--- src/assert_macros.svh ---
// assertion helpers, empty when synthesizing
`ifndef ASSERT_MACROS_SVH
`define ASSERT_MACROS_SVH

`ifndef SYNTHESIS

`define BPF_ASSERT(lbl, prop, msg) \
  lbl: assert property (@(posedge clk) disable iff (!rst_n) prop) else $error(msg);

`define BPF_ASSERT_NEVER(lbl, cond, msg) \
  lbl: assert property (@(posedge clk) disable iff (!rst_n) !(cond)) else $error(msg);

`else

`define BPF_ASSERT(lbl, prop, msg)

`define BPF_ASSERT_NEVER(lbl, cond, msg)

`endif

`endif

--- src/bpf_pkg.sv ---
package bpf_pkg;

  localparam int CFG_IDX_W  = 3;
  localparam int CFG_DATA_W = 32;
  localparam int MODE_W     = 3;
  localparam int FAULT_W    = 5;

  localparam logic [MODE_W-1:0] MODE_INIT        = 3'd0;
  localparam logic [MODE_W-1:0] MODE_STANDBY     = 3'd1;
  localparam logic [MODE_W-1:0] MODE_SLEEP       = 3'd2;
  localparam logic [MODE_W-1:0] MODE_CHARGING    = 3'd3;
  localparam logic [MODE_W-1:0] MODE_DISCHARGING = 3'd4;
  localparam logic [MODE_W-1:0] MODE_FAULT       = 3'd5;

  localparam logic [CFG_IDX_W-1:0] CFG_VOLT_HI      = 3'd0;
  localparam logic [CFG_IDX_W-1:0] CFG_VOLT_LO      = 3'd1;
  localparam logic [CFG_IDX_W-1:0] CFG_CHG_CURR_LIM = 3'd2;
  localparam logic [CFG_IDX_W-1:0] CFG_DIS_CURR_LIM = 3'd3;
  localparam logic [CFG_IDX_W-1:0] CFG_TEMP_HI      = 3'd4;
  localparam logic [CFG_IDX_W-1:0] CFG_TEMP_LO      = 3'd5;
  localparam logic [CFG_IDX_W-1:0] CFG_SLEEP_DELAY  = 3'd6;

  localparam int FB_OVERVOLT  = 0;
  localparam int FB_UNDERVOLT = 1;
  localparam int FB_OVERCURR  = 2;
  localparam int FB_OVERTEMP  = 3;
  localparam int FB_UNDERTEMP = 4;

  localparam logic [15:0]        RST_VOLT_HI      = 16'd16800;
  localparam logic [15:0]        RST_VOLT_LO      = 16'd12000;
  localparam logic [15:0]        RST_CHG_CURR_LIM = 16'd5000;
  localparam logic [15:0]        RST_DIS_CURR_LIM = 16'd20000;
  localparam logic signed [15:0] RST_TEMP_HI      = 16'sd600;
  localparam logic signed [15:0] RST_TEMP_LO      = -16'sd200;
  localparam logic [31:0]        RST_SLEEP_DELAY  = 32'd60000;

  typedef struct packed {
    logic [15:0]        pack_voltage;
    logic [15:0]        pack_current;
    logic signed [15:0] pack_temperature;
    logic               charger_present;
    logic               light_load;
    logic               wake_req;
    logic               clear_fault;
    logic [15:0]        elapsed_ms;
  } in_t;

  typedef struct packed {
    logic [MODE_W-1:0]  mode;
    logic               charge_on;
    logic               discharge_on;
    logic               fault_on;
    logic [FAULT_W-1:0] fault_bits;
  } out_t;

  typedef struct packed {
    logic [15:0]        volt_hi;
    logic [15:0]        volt_lo;
    logic [15:0]        chg_curr_lim;
    logic [15:0]        dis_curr_lim;
    logic signed [15:0] temp_hi;
    logic signed [15:0] temp_lo;
  } limits_t;

endpackage

--- src/bpf_fault_check.sv ---
module bpf_fault_check
  import bpf_pkg::*;
(
  input  in_t                 sample,
  input  limits_t             limits,
  output logic [FAULT_W-1:0]  fault_bits
);

  logic [15:0] curr_limit;

  assign curr_limit = sample.charger_present ? limits.chg_curr_lim
                                             : limits.dis_curr_lim;

  always_comb begin
    fault_bits               = '0;
    fault_bits[FB_OVERVOLT]  = sample.pack_voltage > limits.volt_hi;
    fault_bits[FB_UNDERVOLT] = sample.pack_voltage < limits.volt_lo;
    fault_bits[FB_OVERCURR]  = sample.pack_current > curr_limit;
    fault_bits[FB_OVERTEMP]  = sample.pack_temperature > limits.temp_hi;
    fault_bits[FB_UNDERTEMP] = sample.pack_temperature < limits.temp_lo;
  end

endmodule

--- src/battery_protection_fsm.sv ---
// Battery protection controller. Each input beat is one periodic sample; each produces
// exactly one output beat carrying the mode, path enables, fault flag and fault bits as
// they stand after that sample. One sample per clock is sustained while out_ready is
// high: a sample is first captured in an input register, then the limit compares and
// the state machine update run combinationally into the state registers, which drive
// the output directly, so a result is presented once its sample has passed the input
// register and the state update. While out_ready is low one more sample is taken, then
// in_ready drops. Limit registers reset to their defaults; the user must write them
// through the cfg_ port only while no sample is in flight; the block does not check.
`include "assert_macros.svh"

module battery_protection_fsm
  import bpf_pkg::*;
(
  input  logic                  clk,
  input  logic                  rst_n,

  input  logic                  in_valid,
  output logic                  in_ready,
  input  in_t                   in_data,

  output logic                  out_valid,
  input  logic                  out_ready,
  output out_t                  out_data,

  input  logic                  cfg_we,
  input  logic [CFG_IDX_W-1:0]  cfg_addr,
  input  logic [CFG_DATA_W-1:0] cfg_wdata
);

  limits_t                limits_r;
  logic [31:0]            sleep_delay_r;

  in_t                    s1_data_r;
  logic                   s1_valid_r;
  logic                   s1_valid_nxt;
  logic                   s1_adv;
  logic                   in_fire;
  logic                   out_valid_r;
  logic                   out_valid_nxt;

  logic [MODE_W-1:0]      mode_r, mode_nxt;
  logic                   charge_r, charge_nxt;
  logic                   discharge_r, discharge_nxt;
  logic                   fault_active_r, fault_active_nxt;
  logic [FAULT_W-1:0]     fault_bits_r, fault_bits_nxt;
  logic [31:0]            idle_timer_r, idle_timer_nxt;

  logic [FAULT_W-1:0]     sample_faults;
  logic [32:0]            idle_sum;
  logic [31:0]            idle_sat;

  // config registers
  always_ff @(posedge clk) begin
    if (!rst_n) begin
      limits_r.volt_hi      <= RST_VOLT_HI;
      limits_r.volt_lo      <= RST_VOLT_LO;
      limits_r.chg_curr_lim <= RST_CHG_CURR_LIM;
      limits_r.dis_curr_lim <= RST_DIS_CURR_LIM;
      limits_r.temp_hi      <= RST_TEMP_HI;
      limits_r.temp_lo      <= RST_TEMP_LO;
      sleep_delay_r         <= RST_SLEEP_DELAY;
    end else if (cfg_we) begin
      case (cfg_addr)
        CFG_VOLT_HI:      limits_r.volt_hi      <= cfg_wdata[15:0];
        CFG_VOLT_LO:      limits_r.volt_lo      <= cfg_wdata[15:0];
        CFG_CHG_CURR_LIM: limits_r.chg_curr_lim <= cfg_wdata[15:0];
        CFG_DIS_CURR_LIM: limits_r.dis_curr_lim <= cfg_wdata[15:0];
        CFG_TEMP_HI:      limits_r.temp_hi      <= $signed(cfg_wdata[15:0]);
        CFG_TEMP_LO:      limits_r.temp_lo      <= $signed(cfg_wdata[15:0]);
        CFG_SLEEP_DELAY:  sleep_delay_r         <= cfg_wdata;
        default: begin
        end
      endcase
    end
  end

  // handshake and pipeline control
  assign s1_adv        = s1_valid_r && (!out_valid_r || out_ready);
  assign in_ready      = !s1_valid_r || s1_adv;
  assign in_fire       = in_valid && in_ready;
  assign s1_valid_nxt  = in_fire ? 1'b1 : (s1_adv ? 1'b0 : s1_valid_r);
  assign out_valid_nxt = s1_adv ? 1'b1 : (out_ready ? 1'b0 : out_valid_r);

  always_ff @(posedge clk) begin
    if (!rst_n) begin
      s1_valid_r  <= 1'b0;
      out_valid_r <= 1'b0;
    end else begin
      s1_valid_r  <= s1_valid_nxt;
      out_valid_r <= out_valid_nxt;
    end
  end

  always_ff @(posedge clk) begin
    if (in_fire) begin
      s1_data_r <= in_data;
    end
  end

  bpf_fault_check u_fault_check (
    .sample     (s1_data_r),
    .limits     (limits_r),
    .fault_bits (sample_faults)
  );

  // saturating idle timer
  assign idle_sum = {1'b0, idle_timer_r} + {17'd0, s1_data_r.elapsed_ms};
  assign idle_sat = idle_sum[32] ? '1 : idle_sum[31:0];

  always_comb begin
    mode_nxt         = mode_r;
    charge_nxt       = charge_r;
    discharge_nxt    = discharge_r;
    fault_active_nxt = fault_active_r;
    fault_bits_nxt   = fault_bits_r;
    idle_timer_nxt   = idle_timer_r;
    if (sample_faults != '0) begin
      fault_bits_nxt   = sample_faults;
      fault_active_nxt = 1'b1;
      mode_nxt         = MODE_FAULT;
      charge_nxt       = 1'b0;
      discharge_nxt    = 1'b0;
    end else begin
      case (mode_r)
        MODE_INIT: begin
          idle_timer_nxt   = '0;
          mode_nxt         = MODE_STANDBY;
          charge_nxt       = 1'b0;
          discharge_nxt    = 1'b0;
          fault_active_nxt = 1'b0;
          fault_bits_nxt   = '0;
        end
        MODE_STANDBY: begin
          charge_nxt       = 1'b0;
          discharge_nxt    = 1'b0;
          fault_active_nxt = 1'b0;
          if (fault_bits_r != '0) begin
            mode_nxt = MODE_FAULT;
          end else if (s1_data_r.charger_present) begin
            mode_nxt = MODE_CHARGING;
          end else if (s1_data_r.light_load) begin
            idle_timer_nxt = idle_sat;
            if (idle_sat >= sleep_delay_r && !s1_data_r.wake_req) begin
              mode_nxt = MODE_SLEEP;
            end
          end else begin
            mode_nxt = MODE_DISCHARGING;
          end
        end
        MODE_SLEEP: begin
          charge_nxt    = 1'b0;
          discharge_nxt = 1'b0;
          if (s1_data_r.wake_req) begin
            idle_timer_nxt = '0;
            mode_nxt       = MODE_STANDBY;
          end
        end
        MODE_CHARGING: begin
          idle_timer_nxt = '0;
          charge_nxt     = 1'b1;
          discharge_nxt  = 1'b0;
          if (fault_bits_r != '0) begin
            mode_nxt = MODE_FAULT;
          end else if (!s1_data_r.charger_present) begin
            mode_nxt = MODE_STANDBY;
          end
        end
        MODE_DISCHARGING: begin
          idle_timer_nxt = '0;
          charge_nxt     = 1'b0;
          discharge_nxt  = 1'b1;
          if (fault_bits_r != '0) begin
            mode_nxt = MODE_FAULT;
          end else if (s1_data_r.light_load) begin
            mode_nxt = MODE_STANDBY;
          end
        end
        MODE_FAULT: begin
          charge_nxt       = 1'b0;
          discharge_nxt    = 1'b0;
          fault_active_nxt = 1'b1;
          if (s1_data_r.clear_fault) begin
            fault_bits_nxt   = '0;
            fault_active_nxt = 1'b0;
            mode_nxt         = MODE_STANDBY;
            idle_timer_nxt   = '0;
          end
        end
        default: begin
          mode_nxt         = MODE_INIT;
          charge_nxt       = 1'b0;
          discharge_nxt    = 1'b0;
          fault_active_nxt = 1'b0;
          fault_bits_nxt   = '0;
          idle_timer_nxt   = '0;
        end
      endcase
    end
  end

  always_ff @(posedge clk) begin
    if (!rst_n) begin
      mode_r         <= MODE_INIT;
      charge_r       <= 1'b0;
      discharge_r    <= 1'b0;
      fault_active_r <= 1'b0;
      fault_bits_r   <= '0;
      idle_timer_r   <= '0;
    end else if (s1_adv) begin
      mode_r         <= mode_nxt;
      charge_r       <= charge_nxt;
      discharge_r    <= discharge_nxt;
      fault_active_r <= fault_active_nxt;
      fault_bits_r   <= fault_bits_nxt;
      idle_timer_r   <= idle_timer_nxt;
    end
  end

  // result beat comes straight from the state registers
  assign out_valid = out_valid_r;
  assign out_data  = '{mode: mode_r, charge_on: charge_r, discharge_on: discharge_r,
                       fault_on: fault_active_r, fault_bits: fault_bits_r};

  `BPF_ASSERT_NEVER(a_both_paths_on, charge_r && discharge_r, "both paths enabled")
  `BPF_ASSERT(a_fault_paths_off, fault_active_r |-> (!charge_r && !discharge_r), "fault path on")
  `BPF_ASSERT(a_bits_in_fault, |fault_bits_r |-> (mode_r == MODE_FAULT), "stray fault bits")
  `BPF_ASSERT(a_sleep_off, (mode_r == MODE_SLEEP) |-> (!charge_r && !discharge_r), "sleep path on")

endmodule

--- config.mk ---
export PLATFORM = sky130hd
export DESIGN_NAME = battery_protection_fsm
export DESIGN_NICKNAME = d
export VERILOG_FILES = /design/src/bpf_pkg.sv /design/src/bpf_fault_check.sv /design/src/battery_protection_fsm.sv
export VERILOG_INCLUDE_DIRS = /design/src /design/src/src
export SDC_FILE = /design/constraint.sdc
export NUM_CORES = 1
export LEC_CHECK = 0
export BUFFER_PORTS_ARGS = -buffer_cell sky130_fd_sc_hd__buf_2
export CAP_MARGIN = 20
export CORE_AREA = 3 3 209 211
export CTS_BUF_LIST = sky130_fd_sc_hd__clkbuf_4
export DETAILED_ROUTE_END_ITERATION = 12
export DIE_AREA = 0 0 212 214
export PLACE_DENSITY_LB_ADDON = 0.3
export SLEW_MARGIN = 20
export SYNTH_ARGS = -nofsm -noshare
export SYNTH_HDL_FRONTEND = slang
export SYNTH_SLANG_ARGS = --single-unit
--- constraint.sdc ---
create_clock -name clk -period 3.75 [get_ports clk]
set_clock_uncertainty 0.1 [all_clocks]
set_input_delay 0.5625 -clock clk [delete_from_list [all_inputs] [get_ports clk]]
set_output_delay 0.5625 -clock clk [all_outputs]
set_load 0.01 [all_outputs]
Word-level counts from Yosys, hierarchy flattened
Index checks and enable logic that the tools add are counted.
- mux-type cells: 34
- order comparisons: 6
- equal/unequal tests: 23
- bitwise operators: 1
- reduce and logical (&&, ||, !) cells: 27
- add/subtract/negate cells: 1
- operators with widths (kind ; number):
    $mux 32 ; 6
    $pmux 32 s3 ; 1
    $gt 16x16->1 ; 3
    $add 32x16->33 ; 1
    $mux 3 ; 11
    $ge 32x32->1 ; 1
    $lt 16x16->1 ; 2
    $pmux 3 s6 ; 1
    $mux 16 ; 1
    $reduce_and 2->1 ; 8
    $eq 3x3->1 const B ; 5
    $eq 3x2->1 const B ; 4
    $mux 1 ; 10
    $mux 5 ; 2
    $ne 2x2->1 const B ; 5
    $pmux 5 s2 ; 1
    $reduce_bool 5->1 ; 2
    $ne 4x4->1 const B ; 2
    $reduce_and 7->1 ; 1
    $eq 3x1->1 const B ; 2
    $logic_not 3->1 ; 2
    $ne 3x3->1 const B ; 2
    $ne 6x6->1 const B ; 1
    $reduce_and 6->1 ; 1
    other kinds (10) ; 17
- bits of input ports: 108
- register bits after elaboration: 241
- output and inout bits: 13
- word-level logic and storage cells: 115

Depth between registers and ports, before layout
Gate-level depths: netlist of the first run.
- depth after elaboration: 10
- mapped depth: 18
- gate-level depth less buffers: 18

Hierarchy
Synthesis of the first run repeated with hierarchy kept, for this count alone.
- cell total of the unflattened synthesis: 1460
- area total of the unflattened synthesis: 12911.1 um^2
- modules (own cells, without submodules) (module ; cells each ; area each (um^2) ; sequential area each (um^2) ; instances):
    battery_protection_fsm ; 1181 ; 10819.1 ; 5505.3 ; 1
    bpf_fault_check ; 279 ; 2092.0 ; 0.0 ; 1

Least setup slack after synthesis of the first run
OpenSTA, ideal clock, no wires.
- path type: register to register
- from: reg s1_data_r[0] in the netlist's numbering
- to: reg mode_r[0]
- setup time: 119 ps
- setup slack: -351 ps
- stages on the path, launching flop included: 19
- arrival time: 3883 ps
- data required time: 3531 ps
- clock period less this slack: 4101 ps
- path buffers: 1
- path through: edfxtp_1 ha_1 fa_1 a211oi_1 o211ai_1 and3_1 nor4b_4 o21ai_2 buf_2 nand2_1 ha_1 a21oi_1 o21ai_0 nor3_1 a311oi_1 o31ai_1 a31o_1 nand4b_1 o221a_1
- word-level cells in the longest chain between the ends: 6
- RTL lines (what ; RTL line ; RTL):
    start, declared ; battery_protection_fsm.sv:34 ; in_t s1_data_r;
    start signal, assigned ; battery_protection_fsm.sv:97 ; s1_data_r <= in_data;
    $add 32x16->33 ; battery_protection_fsm.sv:108 ; assign idle_sum = {1'b0, idle_timer_r} + {17'd0, s1_data_r.elapsed_ms};
    $mux 32 ; battery_protection_fsm.sv:109 ; assign idle_sat = idle_sum[32] ? '1 : idle_sum[31:0];
    $ge 32x32->1 ; battery_protection_fsm.sv:144 ; if (idle_sat >= sleep_delay_r && !s1_data_r.wake_req) begin
    $logic_and 1x1->1 ; battery_protection_fsm.sv:144 ;
    $ne 6x6->1 (no line) ; -- ;
    $reduce_and 6->1 (no line) ; -- ;
    end signal, assigned ; battery_protection_fsm.sv:211 ; mode_r <= mode_nxt;
    end, declared ; battery_protection_fsm.sv:42 ; logic [MODE_W-1:0] mode_r, mode_nxt;
Every way passes these cells.
A chain may end at the register's enable or synchronous reset.

Final worst setup path of the first run
- from: reg s1_data_r[1] in the netlist's numbering
- to: reg mode_r[0]
The elaborated chain is that of the path after synthesis.

==> parameters.txt, run 1 <==
Parameter                              Value

Status
  Outcome ... complete, but fails checks
  Violations in the final reports ... setup timing

Routing
  Routed wirelength normalized by instance count ... 15.64 um
  Length of routed wiring on met1 ... 16,350 um
  Post-route ant nets ... 0
  Via-to-Cell Ratio ... 4.775
  Overall routed net length ... 36,640 um
  Top routing layer in use ... met5
  Detailed router's first-iteration violation count ... 734
  Total met3 wirelength after detailed routing ... 1863 um
  Wire length on met2 ... 17,550 um
  DR vias ... 11.19k
  First drt pass iteration count ... 5
  DR DRC count ... 0

Worst setup path
  Worst path required time ... 4.27 ns
  Sequence of cells on the critical path ... buf_6 -> fa_2 -> a211oi_2 -> o211ai_1 -> and3_4 -> nor4b_4 -> o21a_2 -> or2_4 -> ha_4 -> nand4_1 -> nor2_1 -> o31ai_2 -> a311oi_2 -> buf_4 -> o31ai_2 -> a31o_1 -> nand4b_1 -> o221a_1
  Most common cell type on the critical path ... sky130_fd_sc_hd__o31ai_2
  Endpoint type of the worst setup path ... flop
  Slowest cell on the critical path ... sky130_fd_sc_hd__edfxtp_1
  Buf+Inv Stages, Crit Path ... 2
  Largest driver fanout on the critical path ... 5
  Startpoint types ... flop
  Delay of the slowest cell on the worst path ... 0.44 ns
  Arrival time of the worst setup path ... 4.75 ns
  CP delay by family, top ... compound AO/OA/AOI/OAI gates
  Type of the setup path with the least slack ... flop to flop

Final layout
  Net total in the final layout ... 1,984
  Area grow syn2layout ... 33.95%
  Layout cells sized above 1 ... 23.47%
  Non-Filler Instances ... 2,343
  Fillcell total ... 4,213
  Area taken by flip-flops and latches ... 0.005505 mm^2
  Combined area of the multi-input logic cells ... 0.006688 mm^2

STA
  Peak Freq ... 236.5 MHz
  Fraction of the cycle the final worst path needs ... 112.8%
  Worst slew margin relative to its limit ... 28.33%
  Pins over their slew limit ... 0
  Setup violation total in the final timing report ... 4
  Hold violation total from the final report ... 0
  Post-route setup slack ... -0.4792 ns
  Minimum clock period after layout ... 4.229 ns
  Transition time at the pin with the least slew margin ... 1.075 ns
  RSZ-0062 raised after global routing ... true

Power and ir drop
  Power density normalized to cell area ... 365.6 mW/mm^2
  Leakage component of the power ... 7.123 nW
  Power spent charging and discharging nets ... 0.001620 W
  Max rail drop VDD ... 0.0002611 V
  Cell-internal power ... 0.004501 W
  Fraction of power consumed by sequential logic ... 46.1%
  Power share of the clock group ... 42.3%
  Switching Share ... 26.47%
  Combinational Power Share ... 11.6%

Yosys
  Cell count after synthesis ... 1,391
  Async SR Flop Fraction ... 0%
  Proportion of synthesized chip area in sequential cells ... 44.04%
  Number of flops mapped to enable cells by yosys ... 68
  Dominant cell type by area after synthesis ... sky130_fd_sc_hd__dfxtp_1
  Number of warnings reported in the yosys synthesis log ... 0
  Synth cell types ... 81
  Main synth FF type ... sky130_fd_sc_hd__dfxtp_1
  Synthesis-stage register bit count ... 241
  Top cell types by occurrence after synthesis ... sky130_fd_sc_hd__nand2_1, sky130_fd_sc_hd__dfxtp_1, sky130_fd_sc_hd__a21oi_1, sky130_fd_sc_hd__ha_1, sky130_fd_sc_hd__inv_1
  Main area contributors after synthesis ... sky130_fd_sc_hd__dfxtp_1, sky130_fd_sc_hd__edfxtp_1, sky130_fd_sc_hd__ha_1
  Post-Syn Area per Cell ... 8.986 um^2
  Cell with the most instances after synthesis ... sky130_fd_sc_hd__nand2_1
  Number of nets produced by synthesis ... 1,626
  Yosys top cell area share ... 27.71%
  Post-synthesis cell area ... 0.01250 mm^2

Clocking
  Cell at the root of the clock tree ... sky130_fd_sc_hd__clkbuf_4
  Clock insertion delay at the later pin of the skew report ... 0.77 ns
  Sink count of the clock tree ... 241
  CTS buffer count ... 72
  CTS tree ... yes
  Clk pin slew, worst setup/hold paths ... 0.07 ns
  Max Buffers Root-to-Sink ... 3
  H-tree levels ... 3

Floorplan
  Die height ... 214 um
  Die area ... 0.04537 mm^2
  Placeable core region ... 0.04195 mm^2
  I/O pin cnt ... 121
  Die Width ... 212 um
  Starting density of the core ... 29.80%
  Site Rows ... 75

GRT
  Total global routing overflow ... 0
  Overall track demand over capacity in global routing ... 16.21%
  Wire length of the first global-routing pass ... 58,460 um
  Vias in the first global route ... 11.39k
  Antenna violations before repair ... 4
  Pin count of the biggest net entering global routing ... 88

Flow run
  Maxcap violations ... 0

Placed design
  Total of buffers placed on input and output ports ... 120
  Final GP Congestion ... 0.8264
  Worst-case setup slack after placement ... -0.5647 ns
  Placed wire-length estimate after detailed placement ... 24,820 um
  Placed cell count ... 2,098

Min path
  Class of the worst hold path ... input port to flop
==> logic make-up (layout without fill, tap and decap cells) <==
kind of cell | after synthesis | in the layout | share of synthesized area (%)
xor+xnor | 14 | 14 | 0.9810
compound gates | 337 | 337 | 17.59
mux | 20 | 20 | 1.642
other cells | 0 | 2 | 0
flops | 241 | 241 | 44.04
buf+inv | 159 | 570 | 5.115
fa+ha+maj | 127 | 127 | 12.77
simple gates | 493 | 493 | 17.86
==> worst min-delay path, cell delays in order <==
cell,delay (ns)
sky130_fd_sc_hd__buf_2,0.19
sky130_fd_sc_hd__nand2_1,0.09
sky130_fd_sc_hd__a21oi_1,0.05
==> repair_timing <==
action / in CTS / in global routing
resized for setup: 24 / 9
buffers inserted: 17 / 2
hold endpoints to repair: 114 / 0
hold buffers: 97 / 0
endpoints found under the setup margin: 3 / 4
pin swaps: 12 / 3
==> routing by layer <==
layer	GRT usage (%)	vias up
li1	-	5678
met1	20.37	5179
met2	27.33	258
met3	3.837	68
met4	5.247	4
met5	0	-
==> power groups by stage <==
stage / Clock (W) / Combinational [W] / Sequential, W
after detailed placement: 0 / 0.000604 / 0.00288
after global routing: 0.00285 / 0.000796 / 0.00283
after floorplan: 0 / 0.000349 / 0.00286
final: 0.00259 / 0.000710 / 0.00282
after global placement: 0 / 0.000591 / 0.00288
after CTS: 0.00270 / 0.000706 / 0.00282
==> state kept, by name, summed over array words and instances (netlist names) <==
signal	flops
discharge_r	1
limits_r	96
mode_r	3
s1_data_r	68
charge_r	1
s1_valid_r	1
idle_timer_r	32
fault_bits_r	5
sleep_delay_r	32
fault_active_r	1
out_valid	1
==> final cells by class <==
| class | count | share of cell area (%) |
|---|---|---|
| Multi-Input combinational cell | 991 | 39.94 |
| Sequential cell | 241 | 32.88 |
| Timing Repair Buffer | 342 | 15.31 |
| Clock buffer | 103 | 4.618 |
| Tap cell | 539 | 4.028 |
| Inverter | 101 | 2.264 |
| Clock inverter | 24 | 0.9266 |
| Antenna cell | 2 | 0.02989 |
==> placed cells by master, fill, tap and decap left out, types with 4 or more instances in the layout <==
master                            n
sky130_fd_sc_hd__dlygate4sd3_1   97
sky130_fd_sc_hd__nand2_1        300
sky130_fd_sc_hd__a21oi_2          6
sky130_fd_sc_hd__nor2_1          45
sky130_fd_sc_hd__nand4_1         17
sky130_fd_sc_hd__buf_12           4
sky130_fd_sc_hd__and2_1           5
sky130_fd_sc_hd__clkbuf_4       103
sky130_fd_sc_hd__a211oi_1         8
sky130_fd_sc_hd__o22ai_1          4
sky130_fd_sc_hd__ha_4             8
sky130_fd_sc_hd__and3_1           7
sky130_fd_sc_hd__o211ai_1        43
sky130_fd_sc_hd__a21boi_0         9
sky130_fd_sc_hd__nand2b_1        14
sky130_fd_sc_hd__clkinv_1        17
sky130_fd_sc_hd__a31oi_1         12
sky130_fd_sc_hd__a22o_1          25
sky130_fd_sc_hd__buf_2          120
sky130_fd_sc_hd__nor3_2           4
sky130_fd_sc_hd__xnor2_1          7
sky130_fd_sc_hd__o21ai_0         21
sky130_fd_sc_hd__inv_1          100
sky130_fd_sc_hd__edfxtp_1        68
sky130_fd_sc_hd__xor2_1           7
sky130_fd_sc_hd__nand3_1         43
sky130_fd_sc_hd__nor3_1           9
sky130_fd_sc_hd__a21oi_1        133
sky130_fd_sc_hd__dfxtp_1        173
sky130_fd_sc_hd__ha_1           118
sky130_fd_sc_hd__o21a_1          10
sky130_fd_sc_hd__mux2i_1         16
sky130_fd_sc_hd__buf_4          120
sky130_fd_sc_hd__nor2b_1         11
sky130_fd_sc_hd__a21o_1          22
==> path summary, 6_finish.rpt <==
path	slack, ns	from	depth (start not counted)	end
max	-0.48	s1_data_r[1]	18	mode_r[0]
min	0.1	cfg_wdata[14]	3	limits_r[30]
max reg2reg	-0.48	s1_data_r[1]	18	mode_r[0]
min reg2reg	0.35	limits_r[38]	2	limits_r[38]
==> through the flow <==
stage / hold slack (ns) / power (W) / setup TNS, ns / util, % / instance area, um^2
after global routing: 0.01255 / 0.006473 / -2.594 / 39.92 / 16740
after detailed placement: 0.3456 / 0.003484 / -1.556 / 34.60 / 14510
after CTS: 0.0007512 / 0.006229 / -1.604 / 39.74 / 16670
after floorplan: 0.3323 / 0.003211 / -0.02664 / - / 12650
final: 0.09858 / 0.006121 / -1.696 / 39.92 / 16740
after global placement: 0.3411 / 0.003469 / -1.217 / 34.60 / 14510
Note: power is estimated with default switching activity, not from simulation.
==> run 2: changes to the inputs <==
- BUFFER_PORTS_ARGS: -buffer_cell sky130_fd_sc_hd__buf_2 -> -buffer_cell sky130_fd_sc_hd__clkbuf_2
- CORE_AREA: 3 3 209 211 -> 3 3 212 214
- DIE_AREA: 0 0 212 214 -> 0 0 215 217
- SYNTH_HIERARCHICAL: default -> 1
==> run 2 against run 1 <==
  * The run still ends with setup timing left
  * Final cell count increased by 6.0%
  * Routed wire length increased by 6.7%
  * Combinational power increased by 3.2%
  * Core utilization increased by 0.86 points
  * Maximum frequency increased by 6.2%
  * Non-clock buffer count increased by 15
  * First-iteration DRC count decreased by 24%
  * Global-route usage increased by 0.23 points
  * Largest power group unchanged
==> parameters.txt, run 2 <==
Parameter                              Value

Min path
  Class of the worst hold path ... input port to flop
  End of the worst hold path ... limits_r[35]
  Number of stages on the worst hold path ... 3 (unchanged)
  Hold wc startpoint ... cfg_wdata[3]

Yosys
  Cell count after synthesis ... 1,460 (+5.0%)
  Yosys top cell area share ... 26.82% (-0.88 points)
  Number of flops mapped to enable cells by yosys ... 68 (unchanged)
  Cell with the most instances after synthesis ... sky130_fd_sc_hd__nand2_1
  Proportion of synthesized chip area in sequential cells ... 42.64% (-1.4 points)
  Synth cell types ... 69 (-15%)
  Top cell types by occurrence after synthesis ... sky130_fd_sc_hd__nand2_1, sky130_fd_sc_hd__dfxtp_1, sky130_fd_sc_hd__ha_1, sky130_fd_sc_hd__inv_1, sky130_fd_sc_hd__a21boi_0
  Main synth FF type ... sky130_fd_sc_hd__dfxtp_1
  Synthesis-stage register bit count ... 241 (unchanged)
  Post-synthesis cell area ... 0.01291 mm^2 (+3.3%)
  Dominant cell type by area after synthesis ... sky130_fd_sc_hd__dfxtp_1
  Post-Syn Area per Cell ... 8.843 um^2 (-1.6%)
  Main area contributors after synthesis ... sky130_fd_sc_hd__dfxtp_1, sky130_fd_sc_hd__edfxtp_1, sky130_fd_sc_hd__ha_1
  Number of nets produced by synthesis ... 1,695 (+4.2%)
  Number of warnings reported in the yosys synthesis log ... 6 (+6)
  Async SR Flop Fraction ... 0% (unchanged)

Routing
  Length of routed wiring on met1 ... 18,070 um (+11%)
  Wire length on met2 ... 18,190 um (+3.7%)
  Via-to-Cell Ratio ... 4.715 (-1.3%)
  Post-route ant nets ... 0 (unchanged)
  DR vias ... 11.71k (+4.7%)
  Top routing layer in use ... met5
  Overall routed net length ... 39,080 um (+6.7%)
  Routed wirelength normalized by instance count ... 15.73 um (+0.61%)
  Detailed router's first-iteration violation count ... 556 (-24%)
  DR DRC count ... 0 (unchanged)
  First drt pass iteration count ... 5 (unchanged)
  Total met3 wirelength after detailed routing ... 1654 um (-11%)

STA
  Fraction of the cycle the final worst path needs ... 106.2% (-6.6 points)
  Pins over their slew limit ... 0 (unchanged)
  Peak Freq ... 251.2 MHz (+6.2%)
  Setup violation total in the final timing report ... 2 (-2)
  Hold violation total from the final report ... 0 (unchanged)
  Final Hold Slack ... 0.09050 ns (-0.008077 ns)
  Post-route setup slack ... -0.2311 ns (+0.2481 ns)
  RSZ-0062 raised after global routing ... true
  Worst slew margin relative to its limit ... 27.58% (-0.75 points)
  TNS Setup ... -0.4279 ns (+1.268 ns)
  Transition time at the pin with the least slew margin ... 1.083 ns (+0.008167 ns)
  Minimum clock period after layout ... 3.981 ns (-0.2481 ns)

GRT
  Antenna violations before repair ... 3 (-1)
  Pin count of the biggest net entering global routing ... 120 (+36%)
  Vias in the first global route ... 11.76k (+3.2%)
  Overall track demand over capacity in global routing ... 16.44% (+0.23 points)
  Wire length of the first global-routing pass ... 61,350 um (+4.9%)
  Total global routing overflow ... 0 (unchanged)

Final layout
  Max FFs per register ... 96 (unchanged)
  Leading cell types in the layout, fill and taps excluded ... sky130_fd_sc_hd__nand2_1, sky130_fd_sc_hd__dfxtp_1, sky130_fd_sc_hd__buf_4, sky130_fd_sc_hd__clkbuf_2, sky130_fd_sc_hd__ha_1
  Layout cells sized above 1 ... 24.79% (+1.3 points)
  Most common cell after layout, fill and taps aside ... sky130_fd_sc_hd__nand2_1
  Area grow syn2layout ... 36.06%
  Net total in the final layout ... 2,072 (+4.4%)
  Most flop-heavy register ... limits_r
  Largest regs ... limits_r x96, s1_data_r x68
  Fillcell total ... 4,279 (+1.6%)

Placed design
  Final GP Congestion ... 0.9327 (+13%)
  Worst-case setup slack after placement ... -0.4360 ns (+0.1287 ns)
  Placed wire-length estimate after detailed placement ... 27,010 um (+8.8%)
  Total of buffers placed on input and output ports ... 120 (unchanged)

Clocking
  Clock insertion delay at the later pin of the skew report ... 0.77 ns (about the same)
  Sink count of the clock tree ... 241 (unchanged)
  Cell at the root of the clock tree ... sky130_fd_sc_hd__clkbuf_4
  CTS tree ... yes
  Clk pin slew, worst setup/hold paths ... 0.07 ns (about the same)
  Max Buffers Root-to-Sink ... 3 (unchanged)
  H-tree levels ... 3 (unchanged)
  CTS buffer count ... 73 (+1.4%)

Worst setup path
  Register-to-register path setup slack ... -0.23 ns (+0.25 ns)
  Buf+Inv Stages, Crit Path ... 0 (-2)
  Delay of the slowest cell on the worst path ... 0.43 ns (about the same)
  Slowest cell on the critical path ... sky130_fd_sc_hd__edfxtp_1
  Startpoint types ... flop
  Critical register-to-register path endpoint ... mode_r[1]
  Startpoint of the most critical register-to-register path ... s1_data_r[0]
  Cells on worst reg2reg path ... 16 (-2)
  Type of the setup path with the least slack ... flop to flop
  Arrival time of the worst setup path ... 4.52 ns (-0.23 ns)
  Sequence of cells on the critical path ... ha_4 -> fa_2 -> a21o_1 -> a22oi_2 -> a211o_1 -> a31oi_4 -> and2_4 -> a21o_1 -> ha_4 -> a21o_1 -> a21o_1 -> a221oi_2 -> o211ai_1 -> a2111oi_4 -> nor2_1 -> o221a_2
  Largest driver fanout on the critical path ... 5 (unchanged)
  Most common cell type on the critical path ... sky130_fd_sc_hd__a21o_1
  CP delay by family, top ... compound AO/OA/AOI/OAI gates
  Worst path required time ... 4.29 ns (+0.02 ns)
  Endpoint type of the worst setup path ... flop

Floorplan
  Die height ... 217 um (+1.4%)
  Die area ... 0.04666 mm^2 (+2.8%)
  Starting density of the core ... 29.97% (+0.17 points)
  Site Rows ... 76 (+1.3%)
  Placeable core region ... 0.04308 mm^2 (+2.7%)
  I/O pin cnt ... 121 (unchanged)
  Die Width ... 215 um (+1.4%)

Power and ir drop
  Power density normalized to cell area ... 352.1 mW/mm^2 (-3.7%)
  Leakage component of the power ... 7.553 nW (+6.0%)
  Max rail drop VDD ... 0.0002803 V (+7.3%)

Status
  Violations in the final reports ... setup timing
  Outcome ... complete, but fails checks

Flow run
  Maxcap violations ... 0 (unchanged)
[run 2: metrics by stage]
step | instance area (um^2) | cells | total power, W | util [%]
final | 17570 | 2484 | 0.006186 | 40.78
after global routing | 17570 | 2484 | 0.006531 | 40.78
after CTS | 17000 | 2468 | 0.006252 | 39.47
after detailed placement | 15030 | 2239 | 0.003488 | 34.88
after global placement | 15020 | 2239 | 0.003473 | 34.88
after floorplan | 12940 | 1460 | 0.003209 | -
[run 2: report_power, final]
group          internal (W)  switching (W)  leakage [nW]
Combinational      0.000351       0.000382          4.92
Clock               0.00141        0.00121         0.563
Sequential          0.00277      0.0000630          2.07
[run 2: cell type report]
class	instances	area, um^2	area share (%)
flip-flops and latches	241	5505	31.34
inverters	107	401.6	2.286
multi-input cells	1057	7263	41.35
repair buffers	357	2699	15.36
well taps	585	732.0	4.167
clock buffers	109	818.3	4.658
diodes	3	7.507	0.04274
clock inverters	25	140.1	0.7977
[run 2: cell families after synthesis]
family | Yosys count | synth area share, %
buffers and inverters | 163 | 5.000
AO/OA/AOI/OAI | 327 | 17.19
flip-flops | 241 | 42.64
multiplexers | 23 | 1.802
AND/OR/NAND/NOR | 558 | 19.58
adder cells (fa/ha/maj) | 127 | 12.37
XOR/XNOR | 21 | 1.425
[run 2: routing by layer]
metal	GRT usage, %	vias to the layer above
met2	27.00	239
met3	3.798	80
met5	0	-
met1	21.14	5473
met4	6.147	2
li1	-	5917
[run 2: worst max path at each step]
stage                       startpoint         to  depth (start not counted)
after floorplan           s1_data_r[9]  mode_r[1]                         17
after global placement    s1_data_r[0]  mode_r[1]                         15
after detailed placement  s1_data_r[0]  mode_r[1]                         15
after CTS                 s1_data_r[0]  mode_r[1]                         16
after global routing      s1_data_r[0]  mode_r[1]                         17
final                     s1_data_r[0]  mode_r[1]                         16
[run 2: timing repair]
item	in CTS	in global routing
cloned	1	1
pin swaps	22	36
setup buffers	4	11
hold buffers	90	0
setup endpoints to repair	2	33
endpoints found under the hold margin	88	0
resized for setup	16	74
[run 2: worst register-to-register path: stages (launching register included)]
cell and delay [ns]:
sky130_fd_sc_hd__edfxtp_1 0.43, sky130_fd_sc_hd__ha_4 0.20, sky130_fd_sc_hd__fa_2 0.33, sky130_fd_sc_hd__a21o_1 0.24, sky130_fd_sc_hd__a22oi_2 0.18, sky130_fd_sc_hd__a211o_1 0.22, sky130_fd_sc_hd__a31oi_4 0.14, sky130_fd_sc_hd__and2_4 0.20
sky130_fd_sc_hd__a21o_1 0.20, sky130_fd_sc_hd__ha_4 0.16, sky130_fd_sc_hd__a21o_1 0.15, sky130_fd_sc_hd__a21o_1 0.16, sky130_fd_sc_hd__a221oi_2 0.23, sky130_fd_sc_hd__o211ai_1 0.23, sky130_fd_sc_hd__a2111oi_4 0.41, sky130_fd_sc_hd__nor2_1 0.07
sky130_fd_sc_hd__o221a_2 0.24
